### src/rtl/utf8t_pkg.sv
// Shared types, codes and constants for the UTF-8 transcoder.
package utf8t_pkg;

    // Target encodings
    localparam logic [2:0] ENC_UTF8    = 3'd0;
    localparam logic [2:0] ENC_U16LE   = 3'd1;
    localparam logic [2:0] ENC_U16BE   = 3'd2;
    localparam logic [2:0] ENC_U32LE   = 3'd3;
    localparam logic [2:0] ENC_U32BE   = 3'd4;
    localparam logic [2:0] ENC_UCS2LE  = 3'd5;
    localparam logic [2:0] ENC_UCS2BE  = 3'd6;

    // Result status codes; ST_DATA also means "no stop" inside the decoder
    localparam logic [2:0] ST_DATA     = 3'd0;
    localparam logic [2:0] ST_END      = 3'd1;
    localparam logic [2:0] ST_ZERO     = 3'd2;
    localparam logic [2:0] ST_INVALID  = 3'd3;
    localparam logic [2:0] ST_TRUNC    = 3'd4;

    localparam int MAX_DATA = 6;

    typedef struct packed {
        logic [7:0] in_byte;
        logic       in_last;
    } in_item_t;

    typedef struct packed {
        logic [7:0]  out_byte;
        logic [2:0]  status;
        logic [31:0] byte_total;
        logic        run_last;
    } out_item_t;

    // Decoder state carried from byte to byte
    typedef struct packed {
        logic [2:0]  pend;
        logic [30:0] acc;
        logic        discarding;
        logic [31:0] count;
    } dec_state_t;

    // All results caused by one input byte
    typedef struct packed {
        logic [MAX_DATA-1:0][7:0] data;
        logic [2:0]               n_data;
        logic [2:0]               n_total;
        logic [2:0]               stat;
        logic [31:0]              total;
    } job_t;

endpackage

### src/rtl/utf8t_dec.sv
// Per-byte UTF-8 decode, re-encode and buffer bookkeeping.
module utf8t_dec (
    input  logic [2:0]           target,
    input  utf8t_pkg::in_item_t  item,
    input  utf8t_pkg::dec_state_t st,
    output utf8t_pkg::dec_state_t st_next,
    output utf8t_pkg::job_t      job
);

    logic [2:0]       lead_cnt;
    logic [6:0]       lead_h;
    logic [30:0]      acc_shift;
    logic [30:0]      cp;
    logic             do_enc;
    logic [2:0]       stop;
    logic [2:0]       enc_n;
    logic [utf8t_pkg::MAX_DATA-1:0][7:0] enc_b;
    logic [5:0][5:0]  grp;
    logic [30:0]      v;
    logic [15:0]      hi_u;
    logic [15:0]      lo_u;
    logic             be;
    logic             ucs;
    logic [2:0]       n_data;
    logic [32:0]      sum;
    logic [31:0]      cnt_sat;

    // Lead byte classification
    always_comb
    begin
        priority if (!item.in_byte[7])
        begin
            lead_cnt = 3'd1;
            lead_h   = item.in_byte[6:0];
        end
        else if (item.in_byte[7:5] == 3'b110)
        begin
            lead_cnt = 3'd2;
            lead_h   = {2'b00, item.in_byte[4:0]};
        end
        else if (item.in_byte[7:4] == 4'b1110)
        begin
            lead_cnt = 3'd3;
            lead_h   = {3'b000, item.in_byte[3:0]};
        end
        else if (item.in_byte[7:3] == 5'b11110)
        begin
            lead_cnt = 3'd4;
            lead_h   = {4'b0000, item.in_byte[2:0]};
        end
        else if (item.in_byte[7:2] == 6'b111110)
        begin
            lead_cnt = 3'd5;
            lead_h   = {5'b00000, item.in_byte[1:0]};
        end
        else if (item.in_byte[7:1] == 7'b1111110)
        begin
            lead_cnt = 3'd6;
            lead_h   = {6'b000000, item.in_byte[0]};
        end
        else
        begin
            lead_cnt = 3'd0;
            lead_h   = '0;
        end
    end

    assign acc_shift = {st.acc[24:0], item.in_byte[5:0]};

    // Code point re-encoding
    assign grp[0] = cp[5:0];
    assign grp[1] = cp[11:6];
    assign grp[2] = cp[17:12];
    assign grp[3] = cp[23:18];
    assign grp[4] = cp[29:24];
    assign grp[5] = {5'b00000, cp[30]};

    assign v    = cp - 31'h10000;
    assign hi_u = 16'hd800 + v[25:10];
    assign lo_u = 16'hdc00 | {6'b000000, v[9:0]};
    assign be   = (target == utf8t_pkg::ENC_U16BE) || (target == utf8t_pkg::ENC_UCS2BE);
    assign ucs  = (target == utf8t_pkg::ENC_UCS2LE) || (target == utf8t_pkg::ENC_UCS2BE);

    always_comb
    begin
        logic [2:0] gi;
        enc_b = '0;
        enc_n = 3'd0;
        gi    = 3'd0;
        unique case (target)
            utf8t_pkg::ENC_U16LE, utf8t_pkg::ENC_U16BE,
            utf8t_pkg::ENC_UCS2LE, utf8t_pkg::ENC_UCS2BE:
            begin
                if (cp < 31'h10000)
                begin
                    enc_n    = 3'd2;
                    enc_b[0] = be ? cp[15:8] : cp[7:0];
                    enc_b[1] = be ? cp[7:0]  : cp[15:8];
                end
                else if (!ucs)
                begin
                    enc_n    = 3'd4;
                    enc_b[0] = be ? hi_u[15:8] : hi_u[7:0];
                    enc_b[1] = be ? hi_u[7:0]  : hi_u[15:8];
                    enc_b[2] = be ? lo_u[15:8] : lo_u[7:0];
                    enc_b[3] = be ? lo_u[7:0]  : lo_u[15:8];
                end
            end
            utf8t_pkg::ENC_U32LE:
            begin
                enc_n    = 3'd4;
                enc_b[0] = cp[7:0];
                enc_b[1] = cp[15:8];
                enc_b[2] = cp[23:16];
                enc_b[3] = {1'b0, cp[30:24]};
            end
            utf8t_pkg::ENC_U32BE:
            begin
                enc_n    = 3'd4;
                enc_b[0] = {1'b0, cp[30:24]};
                enc_b[1] = cp[23:16];
                enc_b[2] = cp[15:8];
                enc_b[3] = cp[7:0];
            end
            default:
            begin
                // UTF-8, also for the unused selector code
                priority if (cp <= 31'h7f)
                begin
                    enc_n    = 3'd1;
                    enc_b[0] = cp[7:0];
                end
                else if (cp <= 31'h7ff)
                begin
                    enc_n    = 3'd2;
                    enc_b[0] = 8'hc0 | cp[13:6];
                end
                else if (cp <= 31'hffff)
                begin
                    enc_n    = 3'd3;
                    enc_b[0] = 8'he0 | cp[19:12];
                end
                else if (cp <= 31'h1fffff)
                begin
                    enc_n    = 3'd4;
                    enc_b[0] = 8'hf0 | cp[25:18];
                end
                else if (cp <= 31'h3ffffff)
                begin
                    enc_n    = 3'd5;
                    enc_b[0] = 8'hf8 | {1'b0, cp[30:24]};
                end
                else
                begin
                    enc_n    = 3'd6;
                    enc_b[0] = {7'b1111110, cp[30]};
                end
                // continuation bytes, most significant group first
                for (int j = 1; j < utf8t_pkg::MAX_DATA; j++)
                begin
                    if (3'(j) < enc_n)
                    begin
                        gi       = enc_n - 3'(j) - 3'd1;
                        enc_b[j] = {2'b10, grp[gi]};
                    end
                end
            end
        endcase
    end

    // Sequence tracking and stop decisions
    always_comb
    begin
        st_next = st;
        stop    = utf8t_pkg::ST_DATA;
        do_enc  = 1'b0;
        cp      = '0;
        if (!st.discarding)
        begin
            if (st.pend == 3'd0)
            begin
                if (lead_cnt == 3'd0)
                begin
                    stop = utf8t_pkg::ST_INVALID;
                end
                else if (lead_cnt == 3'd1)
                begin
                    if (lead_h == 7'd0)
                    begin
                        stop = utf8t_pkg::ST_ZERO;
                    end
                    else
                    begin
                        do_enc = 1'b1;
                        cp     = 31'(lead_h);
                    end
                end
                else
                begin
                    st_next.pend = lead_cnt - 3'd1;
                    st_next.acc  = 31'(lead_h);
                end
            end
            else if (item.in_byte[7:6] != 2'b10)
            begin
                stop = utf8t_pkg::ST_INVALID;
            end
            else
            begin
                st_next.pend = st.pend - 3'd1;
                st_next.acc  = acc_shift;
                if (st.pend == 3'd1)
                begin
                    st_next.acc = '0;
                    if (acc_shift == 31'd0)
                    begin
                        stop = utf8t_pkg::ST_ZERO;
                    end
                    else
                    begin
                        do_enc = 1'b1;
                        cp     = acc_shift;
                    end
                end
            end
        end

        if (!st.discarding && stop == utf8t_pkg::ST_DATA && item.in_last
            && st_next.pend != 3'd0)
        begin
            stop = utf8t_pkg::ST_TRUNC;
        end

        n_data  = do_enc ? enc_n : 3'd0;
        sum     = {1'b0, st.count} + 33'(n_data);
        cnt_sat = sum[32] ? 32'hffffffff : sum[31:0];

        job.data    = enc_b;
        job.n_data  = n_data;
        job.total   = cnt_sat;
        job.stat    = stop;
        job.n_total = n_data;

        if (st.discarding)
        begin
            job.n_total = 3'd0;
            if (item.in_last)
            begin
                st_next = '0;
            end
        end
        else
        begin
            st_next.count = cnt_sat;
            if (stop != utf8t_pkg::ST_DATA)
            begin
                job.n_total = n_data + 3'd1;
                if (item.in_last)
                begin
                    st_next = '0;
                end
                else
                begin
                    st_next.pend       = '0;
                    st_next.acc        = '0;
                    st_next.discarding = 1'b1;
                end
            end
            else if (item.in_last)
            begin
                job.stat    = utf8t_pkg::ST_END;
                job.n_total = n_data + 3'd1;
                st_next     = '0;
            end
        end
    end

endmodule

### src/rtl/utf8_transcoder_top.sv
// Top level of the UTF-8 to UTF-8/UTF-16/UTF-32/UCS-2 transcoder.
// A byte waits in the input stage until its job is loaded into the result stage.
// Throughput: one byte per cycle while out_stall is low and each byte gives
// at most one result; otherwise the one-byte port passes its results (up to seven).
// Reset (rst_n low, asynchronous) empties both stages and clears the decoder state.
module utf8_transcoder_top (
    input  logic                 clk,
    input  logic                 rst_n,
    input  logic                 cfg_valid,
    output logic                 cfg_ready,
    input  logic [2:0]           cfg_data,
    input  logic                 in_valid,
    output logic                 in_stall,
    input  utf8t_pkg::in_item_t  in_data,
    output logic                 out_valid,
    input  logic                 out_stall,
    output utf8t_pkg::out_item_t out_data
);

    logic [2:0]            target_reg;
    logic                  a_valid_reg;
    utf8t_pkg::in_item_t   a_item_reg;
    utf8t_pkg::dec_state_t st_reg;
    utf8t_pkg::dec_state_t st_next;
    utf8t_pkg::job_t       job_reg;
    utf8t_pkg::job_t       job_next;
    logic                  job_valid_reg;
    logic [2:0]            idx_reg;

    logic                  out_fire;
    logic                  out_last;
    logic                  job_free;
    logic                  take;
    logic                  is_data;

    // Configuration is always ready; user writes must arrive only while idle
    assign cfg_ready = 1'b1;

    always_ff @(posedge clk or negedge rst_n)
    begin
        if (!rst_n)
        begin
            target_reg <= utf8t_pkg::ENC_UTF8;
        end
        else if (cfg_valid)
        begin
            target_reg <= cfg_data;
        end
    end

    // Result stage: walk the stored job one result per transaction
    assign out_valid = job_valid_reg;
    assign out_last  = (idx_reg == job_reg.n_total - 3'd1);
    assign out_fire  = job_valid_reg && !out_stall;
    assign is_data   = (idx_reg < job_reg.n_data);

    always_comb
    begin
        out_data.out_byte   = is_data ? job_reg.data[idx_reg] : 8'h00;
        out_data.status     = is_data ? utf8t_pkg::ST_DATA : job_reg.stat;
        out_data.byte_total = is_data ? 32'd0 : job_reg.total;
        out_data.run_last   = out_last;
    end

    // Result stage frees up when empty or when its final result leaves now
    assign job_free = !job_valid_reg || (out_fire && out_last);

    // Input stage: hold the byte until the result stage can take its job
    assign take     = a_valid_reg && job_free;
    assign in_stall = a_valid_reg && !job_free;

    always_ff @(posedge clk or negedge rst_n)
    begin
        if (!rst_n)
        begin
            a_valid_reg <= 1'b0;
        end
        else if (in_valid && !in_stall)
        begin
            a_valid_reg <= 1'b1;
        end
        else if (take)
        begin
            a_valid_reg <= 1'b0;
        end
    end

    always_ff @(posedge clk)
    begin
        if (in_valid && !in_stall)
        begin
            a_item_reg <= in_data;
        end
    end

    utf8t_dec u_dec (
        .target  (target_reg),
        .item    (a_item_reg),
        .st      (st_reg),
        .st_next (st_next),
        .job     (job_next)
    );

    // Advance decoder state as each byte leaves the input stage
    always_ff @(posedge clk or negedge rst_n)
    begin
        if (!rst_n)
        begin
            st_reg <= '0;
        end
        else if (take)
        begin
            st_reg <= st_next;
        end
    end

    // Load a job only when the byte causes results; drop empty ones
    always_ff @(posedge clk or negedge rst_n)
    begin
        if (!rst_n)
        begin
            job_valid_reg <= 1'b0;
            idx_reg       <= 3'd0;
        end
        else if (take)
        begin
            job_valid_reg <= (job_next.n_total != 3'd0);
            idx_reg       <= 3'd0;
        end
        else if (out_fire)
        begin
            if (out_last)
            begin
                job_valid_reg <= 1'b0;
                idx_reg       <= 3'd0;
            end
            else
            begin
                idx_reg <= idx_reg + 3'd1;
            end
        end
    end

    always_ff @(posedge clk)
    begin
        if (take)
        begin
            job_reg <= job_next;
        end
    end

`ifndef SYNTHESIS
    a_idx_in_range: assert property (@(posedge clk) disable iff (!rst_n)
        job_valid_reg |-> (idx_reg < job_reg.n_total))
        else $error("result index beyond job length");

    a_job_drains: assert property (@(posedge clk) disable iff (!rst_n)
        (out_fire && out_last && !take) |=> !out_valid)
        else $error("result stage still valid after final result");

    a_discard_clean: assert property (@(posedge clk) disable iff (!rst_n)
        st_reg.discarding |-> (st_reg.pend == 3'd0 && st_reg.acc == 31'd0))
        else $error("discarding with a sequence still open");

    a_job_limit: assert property (@(posedge clk) disable iff (!rst_n)
        job_valid_reg |-> (job_reg.n_total <= job_reg.n_data + 3'd1))
        else $error("job holds more than one status result");

    a_status_ends: assert property (@(posedge clk) disable iff (!rst_n)
        (out_valid && out_data.status != utf8t_pkg::ST_DATA) |-> out_data.run_last)
        else $error("status result not last of its byte");
`endif

endmodule

### config.mk
export PLATFORM = sky130hd
export DESIGN_NAME = utf8_transcoder_top
export DESIGN_NICKNAME = d
export VERILOG_FILES = /design/src/rtl/utf8t_pkg.sv /design/src/rtl/utf8t_dec.sv /design/src/rtl/utf8_transcoder_top.sv
export SDC_FILE = /design/constraint.sdc
export NUM_CORES = 1
export LEC_CHECK = 0
export ABC_AREA = 0
export BUFFER_PORTS_ARGS = -buffer_cell sky130_fd_sc_hd__buf_2
export CAP_MARGIN = 20
export CORE_MARGIN = 1.5
export CORE_UTILIZATION = 45
export CTS_CLUSTER_DIAMETER = 150
export CTS_CLUSTER_SIZE = 40
export DETAILED_ROUTE_END_ITERATION = 6
export GPL_TIMING_DRIVEN = 1
export SYNTH_ARGS = -nofsm -noshare
export SYNTH_HDL_FRONTEND = slang
export SYNTH_SLANG_ARGS = --single-unit
export TNS_END_PERCENT = 30
### constraint.sdc
create_clock -name clk -period 5.5 [get_ports clk]
set_input_delay 0.275 -clock clk [delete_from_list [all_inputs] [get_ports clk]]
set_output_delay 0.275 -clock clk [all_outputs]
set_load 0.02 [all_outputs]
==> results of run 1 <==
## worst max-delay path by stage
stage	cells past startpoint	endpoint	start	slack (ns)
2_1_floorplan	26	job_reg[30]	st_reg[64]	0.32
3_3_place_gp	21	job_reg[30]	a_item_reg[3]	0.16
3_5_place_dp	20	st_reg[19]	a_item_reg[3]	0.05
4_1_cts	20	st_reg[19]	a_item_reg[3]	0.02
5_1_grt	21	st_reg[28]	a_item_reg[4]	-0.0003
6_report	20	st_reg[28]	st_reg[56]	0.31
## area by class of cell
cell class	count	share of cell area [%]
inverters	37	1.04
clock buffers	18	3.27
multi-input cells	1092	50.3
flip-flops and latches	165	33.5
repair buffers	156	7.67
well taps	335	3.04
clock inverters	14	1.25
## cell usage in the layout, fill, tap and decap left out, types with 10 or more instances in the layout
cell type,instances
a22oi_1,17
nor3_1,30
o21a_1,11
buf_2,61
edfxtp_1,96
mux2i_1,21
mux2_2,18
nor2_1,101
xnor2_1,16
nand2b_1,16
o22ai_1,14
or3_1,13
nand3_1,57
and3_1,22
nand2_1,147
a31oi_1,17
buf_4,87
a22o_1,13
a211oi_1,14
a32oi_1,10
xor2_1,14
clkbuf_16,18
inv_1,33
o21ai_0,97
o221ai_1,12
nand4_1,20
and2_1,50
a21oi_1,146
o211ai_1,16
ha_1,23
dfrtp_1,69
and4_1,10
o31ai_1,12
## through the flow
stage	setup WS (ns)	instances	total power (W)	hold slack, ns
final	0.314	1817	0.00641	0.00342
after global routing	-0.000259	1817	0.00676	0.00408
after CTS	0.0236	1809	0.00632	0.00162
after detailed placement	0.0470	1771	0.00503	0.125
after global placement	0.160	1769	0.00503	0.119
after floorplan	0.320	1409	0.00397	-0.0206
## what timing repair did
action                                 4_1_cts  5_1_grt
endpoints found under the hold margin       15        0
resized for setup                            0        8
buffers inserted                             0        7
hold buffers                                 6        0
setup endpoints to repair                    0       72
## power by group through the flow
| stage | Clock, W | Sequential (W) | Combinational, W |
|---|---|---|---|
| finish | 0.00129 | 0.00193 | 0.00319 |
| global route | 0.00135 | 0.00196 | 0.00345 |
| CTS | 0.00130 | 0.00193 | 0.00309 |
| detailed placement | 0 | 0.00196 | 0.00307 |
| global placement | 0 | 0.00195 | 0.00308 |
| floorplan | 0 | 0.00190 | 0.00207 |
## layer usage
metal / share of wire, % / vias to the layer above / global-route usage [%] / wire (um)
li1: - / 5435 / - / -
met1: 45 / 5655 / 46.9 / 19900
met2: 42 / 702 / 46.8 / 18800
met3: 9.7 / 125 / 7.11 / 4340
met4: 3.5 / 0 / 11.3 / 1590
met5: 0 / - / 0 / 0
## logic make-up after synthesis
logic type	count (synthesis)	synth area share [%]
compound gates	476	25.8
xor+xnor	31	2.30
fa+ha+maj	23	2.37
buf+inv	152	5.17
flops	165	38.0
mux	49	5.11
other cells	1	0.0309
simple gates	512	21.2
==> results.py, run 1 <==
metrics = {
    "outcome": {
        "outcome": "finished with violations",
        "violations": "DRC",
    },
    "floorplan": {
        "initial_utilization_pct": 46.1,
        "dieWidth_um": 167,
        "ioPinCount": 64,
        "fp.dieH_um": 167,
        "fp.dieArea_sq_um": 27900,
        "core-area_sq_um": 26300,
        "num_rows": 59,
    },
    "route": {
        "dr.pass1.iters": 7,
        "drc": 9,
        "drt_iter0_drc": 1530,
        "ant_nets": 0,
        "vias": 11900,
        "wl_per_cell_um": 24.6,
        "routed_wl_mm": 44.7,
        "viasPerCell": 6.56,
    },
    "clock_network": {
        "cts_tree": "built",
        "clk_pin_slew_ns": 0.10,
        "clock_latency_ns": 0.46,
        "h-tree-depth": 4,
        "clock-sinks": 165,
        "clock_path_buffers": 2,
        "clockRootBuffer": "clkbuf_16",
        "cts_buffers": 17,
    },
    "critical_path": {
        "worstPathArrival_ns": 5.55,
        "reg2regPathDepth": 20,
        "critical_path_class": "reg -> reg",
        "start_kind": "register",
        "cp_slowest_stage_delay_ns": 0.58,
        "end_kind": "register",
        "cp_slowest_cell": "or4_4",
        "path_buf_inv": 2,
        "path_max_fanout": 12,
        "r2r_slack_ns": 0.31,
        "critical_path.top_delay_family": "simple AND/OR/NAND/NOR gates",
        "crit_chain": "or4_4 -> nor4_4 -> and4_1 -> nor2_2 -> nand2_1 -> ha_1 -> a21boi_1 -> o211ai_1 -> mux2_4 -> nand3_1 -> o31a_1 -> inv_1 -> ha_1 -> a21oi_1 -> nor2b_1 -> a41o_2 -> buf_4 -> nand3_1 -> or3_1 -> a21oi_1",
        "timing.rr.start": "st_reg[56]",
        "r2r_end": "st_reg[28]",
        "crit_required_ns": 5.87,
    },
    "global_route": {
        "grt_pass1_vias": 11200,
        "grt_max_degree": 62,
        "antenna_found_initial": 0,
        "grt_pass1_wl_mm": 68.5,
        "grt_overflow": 0,
        "grt_use_total_pct": 32.2,
    },
    "synth": {
        "avgSynthCellArea_sq_um": 8.60,
        "syn-cell-area_sq_um": 12100,
        "synthTopCellsByCount": "nand2_1, a21oi_1, nor2_1, o21ai_0, edfxtp_1",
        "synthDistinctLibCells": 98,
        "synth_largest_area_cell": "edfxtp_1",
        "ys_ff_latch": 165,
        "synth-edff-count": 96,
        "syn_inst": 1409,
        "synth_flop_cell": "edfxtp_1",
        "seq_area_frac_synth_pct": 38.0,
        "async_reset_ff_share_pct": 41.8,
        "synth_fp_nets": 1449,
        "ys_warn_count": 0,
        "yosys-top-cells-area": "edfxtp_1, dfrtp_1, a21oi_1",
        "synth.most_common_cell": "nand2_1",
        "synth_top_area_share_pct": 23.8,
    },
    "final_layout": {
        "largest_reg_flops": 87,
        "n_antenna_cell": 0,
        "fill_cells": 2482,
        "postLayoutCoreUtil_pct": 52.4,
        "multi_input_area_sq_um": 6920,
        "design_area_sq_um": 13800,
        "layout-drive-gt1-share_pct": 17.0,
        "finalNetCount": 1509,
        "register_area_sq_um": 4610,
        "areaGrowthSynthToFinish_pct": 13.7,
    },
    "sta": {
        "setup_violations": 0,
        "fin_crit_ns": 5.19,
        "slew_headroom_pct": 33.8,
        "skew_ns": 0.0294,
        "hold_viol": 0,
        "fin_crit_sh_pct": 94.3,
        "fmax_mhz": 193,
        "worst_slew_pin_slew_ns": 0.991,
        "rsz0062_at_grt": "true",
        "fin_tns_setup_ns": 0,
        "maxSlewViolCount": 0,
    },
    "pwr": {
        "power_frac_seq_pct": 30.1,
        "p_switching_w": 0.00299,
        "peakVddDrop_mv": 0.272,
        "cellInternalPower_w": 0.00342,
        "switching_share_pct": 46.6,
        "clkPwrFrac_pct": 20.1,
        "power_density_nw_per_um2": 465,
        "p_comb_share_pct": 49.8,
        "cellLeakagePower_nw": 5.34,
    },
    "job": {
        "cap_violations": 0,
    },
    "place": {
        "port_buffers": 62,
        "finalWeightedCongestion": 0.998,
        "place_hpwl_mm": 31.8,
        "place_area_sq_um": 13000,
    },
    "hold_path": {
        "hold_start": "in_data[4]",
        "hp-class": "in -> reg",
        "min_to": "a_item_reg[4]",
        "whs_path_depth": 1,
    },
}
(Power assumes the default switching activity.)
==> run 2, diff against run 1 <==
--- a/config.mk
+++ b/config.mk
@@ -10,6 +10,7 @@
 export CAP_MARGIN = 20
 export CORE_MARGIN = 1.5
 export CORE_UTILIZATION = 45
+export CTS_BUF_LIST = sky130_fd_sc_hd__clkbuf_4 sky130_fd_sc_hd__clkbuf_8
 export CTS_CLUSTER_DIAMETER = 150
 export CTS_CLUSTER_SIZE = 40
 export DETAILED_ROUTE_END_ITERATION = 6
==> results.py, run 2 (synthesis results as in run 1) <==
metrics = {
    "outcome": {
        "outcome": "finished with violations",
        "violations": "DRC",
    },
    "place": {
        "port_buffers": 62,
        "place_inst": 1771,
        "finalWeightedCongestion": 0.998,
        "place_hpwl_mm": 31.8,
        "place_area_sq_um": 13000,
    },
    "sta": {
        "fmax_mhz": 192,
        "rsz0062_at_grt": "true",
        "fin_tns_setup_ns": 0,
        "setup_violations": 0,
        "fin_crit_sh_pct": 94.5,
        "skew_ns": 0.0455,
        "hold_ws_ns": 0.0232,
        "worst_slew_pin_slew_ns": 1.02,
        "slew_headroom_pct": 31.8,
        "fin_crit_ns": 5.20,
        "maxSlewViolCount": 0,
        "hold_viol": 0,
    },
    "floorplan": {
        "fp.dieH_um": 167,
        "initial_utilization_pct": 46.1,
        "num_rows": 59,
        "ioPinCount": 64,
        "fp.dieArea_sq_um": 27900,
        "dieWidth_um": 167,
        "core-area_sq_um": 26300,
    },
    "final_layout": {
        "areaGrowthSynthToFinish_pct": 12.6,
        "postLayoutCoreUtil_pct": 51.9,
        "stdcell_count": 1823,
        "design_area_sq_um": 13700,
        "n_antenna_cell": 0,
        "finalNetCount": 1515,
        "fill_cells": 2505,
        "layout_common_cells": "nand2_1, a21oi_1, nor2_1, o21ai_0, edfxtp_1",
        "layout-drive-gt1-share_pct": 16.9,
        "layout_commonest_cell": "nand2_1",
        "largest_reg_flops": 87,
    },
    "pwr": {
        "p_comb_share_pct": 52.2,
        "power_density_nw_per_um2": 449,
        "peakVddDrop_mv": 0.298,
        "clkPwrFrac_pct": 16.4,
        "cellLeakagePower_nw": 5.28,
        "power_frac_seq_pct": 31.4,
        "switching_share_pct": 48.3,
        "p_switching_w": 0.00296,
        "cellInternalPower_w": 0.00317,
    },
    "global_route": {
        "grt_use_total_pct": 32.2,
        "grt_max_degree": 62,
        "grt_pass1_vias": 11200,
        "antenna_found_initial": 0,
        "grt_pass1_wl_mm": 68.6,
        "grt_overflow": 0,
    },
    "route": {
        "dr.pass1.iters": 7,
        "drc": 22,
        "viasPerCell": 6.54,
        "routed_wl_mm": 44.7,
        "vias": 11900,
        "drt_iter0_drc": 1658,
        "ant_nets": 0,
        "wl_per_cell_um": 24.5,
    },
    "critical_path": {
        "worstPathArrival_ns": 5.61,
        "end_kind": "register",
        "timing.rr.start": "st_reg[56]",
        "start_kind": "register",
        "r2r_end": "st_reg[28]",
        "critical_path_class": "reg -> reg",
        "path_max_fanout": 12,
        "reg2regPathDepth": 20,
        "r2r_slack_ns": 0.30,
        "crit_required_ns": 5.91,
    },
    "clock_network": {
        "cts_buffers": 17,
        "clock-sinks": 165,
        "clock_latency_ns": 0.50,
        "clockRootBuffer": "clkbuf_8",
        "clk_pin_slew_ns": 0.14,
        "cts_tree": "built",
        "clock_path_buffers": 2,
        "h-tree-depth": 4,
    },
    "hold_path": {
        "min_to": "target_reg[2]",
        "hp-class": "in -> reg",
        "hold_start": "cfg_data[2]",
        "whs_path_depth": 2,
    },
    "job": {
        "cap_violations": 0,
    },
}
run 2: cell types whose count changed in the layout (fill, tap and decap cells not counted), sizes merged:
cell         change
dlygate4sd3      +6
bufinv           +1
clkbuf           -1
run 2: worst max-delay path: stages (launching register included):
cell and delay [ns]:
dfrtp_1 0.50, or4_4 0.58, nor4_4 0.24, and4_1 0.26, nor2_2 0.06, nand2_1 0.18, ha_1 0.28, a21boi_1 0.28
o211ai_1 0.12, mux2_4 0.36, nand3_1 0.12, o31a_1 0.17, inv_1 0.08, ha_1 0.46, a21oi_1 0.11, nor2b_1 0.25
a41o_2 0.16, buf_4 0.20, nand3_1 0.16, or3_1 0.38, a21oi_1 0.15
run 2: how the worst max path moves through the flow:
stage,startpoint,endpoint,slack (ns),depth (start not counted)
after floorplan,st_reg[64],job_reg[30],0.32,26
after global placement,a_item_reg[3],job_reg[30],0.16,21
after detailed placement,a_item_reg[3],st_reg[19],0.05,20
after CTS,a_item_reg[3],st_reg[19],0.03,20
after global routing,a_item_reg[4],st_reg[28],-0.002,21
final,st_reg[56],st_reg[28],0.30,20
run 2: cell type report:
type	count	area [sq um]	share of cell area, %
Sequential cell	165	4610	33.8
Timing Repair Buffer	162	1120	8.19
Multi-Input combinational cell	1092	6920	50.7
Tap cell	335	419	3.07
Inverter	37	144	1.05
Clock buffer	17	234	1.71
Clock inverter	15	203	1.48
run 2: per-stage QoR:
step                      worst slack (ns)  total power (W)
after floorplan                      0.320          0.00397
after global placement               0.160          0.00503
after detailed placement            0.0470          0.00503
after CTS                           0.0270          0.00604
after global routing              -0.00175          0.00647
final                                0.302          0.00613
run 2: power groups by stage:
stage / combinational [W] / sequential [W] / clock [W]
after floorplan: 0.00207 / 0.00190 / 0
after global placement: 0.00308 / 0.00195 / 0
after detailed placement: 0.00307 / 0.00196 / 0
after CTS: 0.00310 / 0.00193 / 0.00102
after global routing: 0.00345 / 0.00196 / 0.00106
final: 0.00320 / 0.00192 / 0.00101
run 2: routing by layer:
metal	vias to the layer above	GRT usage, %	wire length [um]
li1	5446	-	-
met3	127	6.57	4120
met4	0	11.9	1680
met5	-	0	0
met1	5709	47.3	20100
met2	645	46.5	18800
run 2: repair_timing:
action | 4_1_cts | 5_1_grt
endpoints found under the setup margin | 0 | 71
resized for setup | 0 | 8
hold endpoints to repair | 21 | 0
setup buffers | 0 | 7
hold buffers | 12 | 0
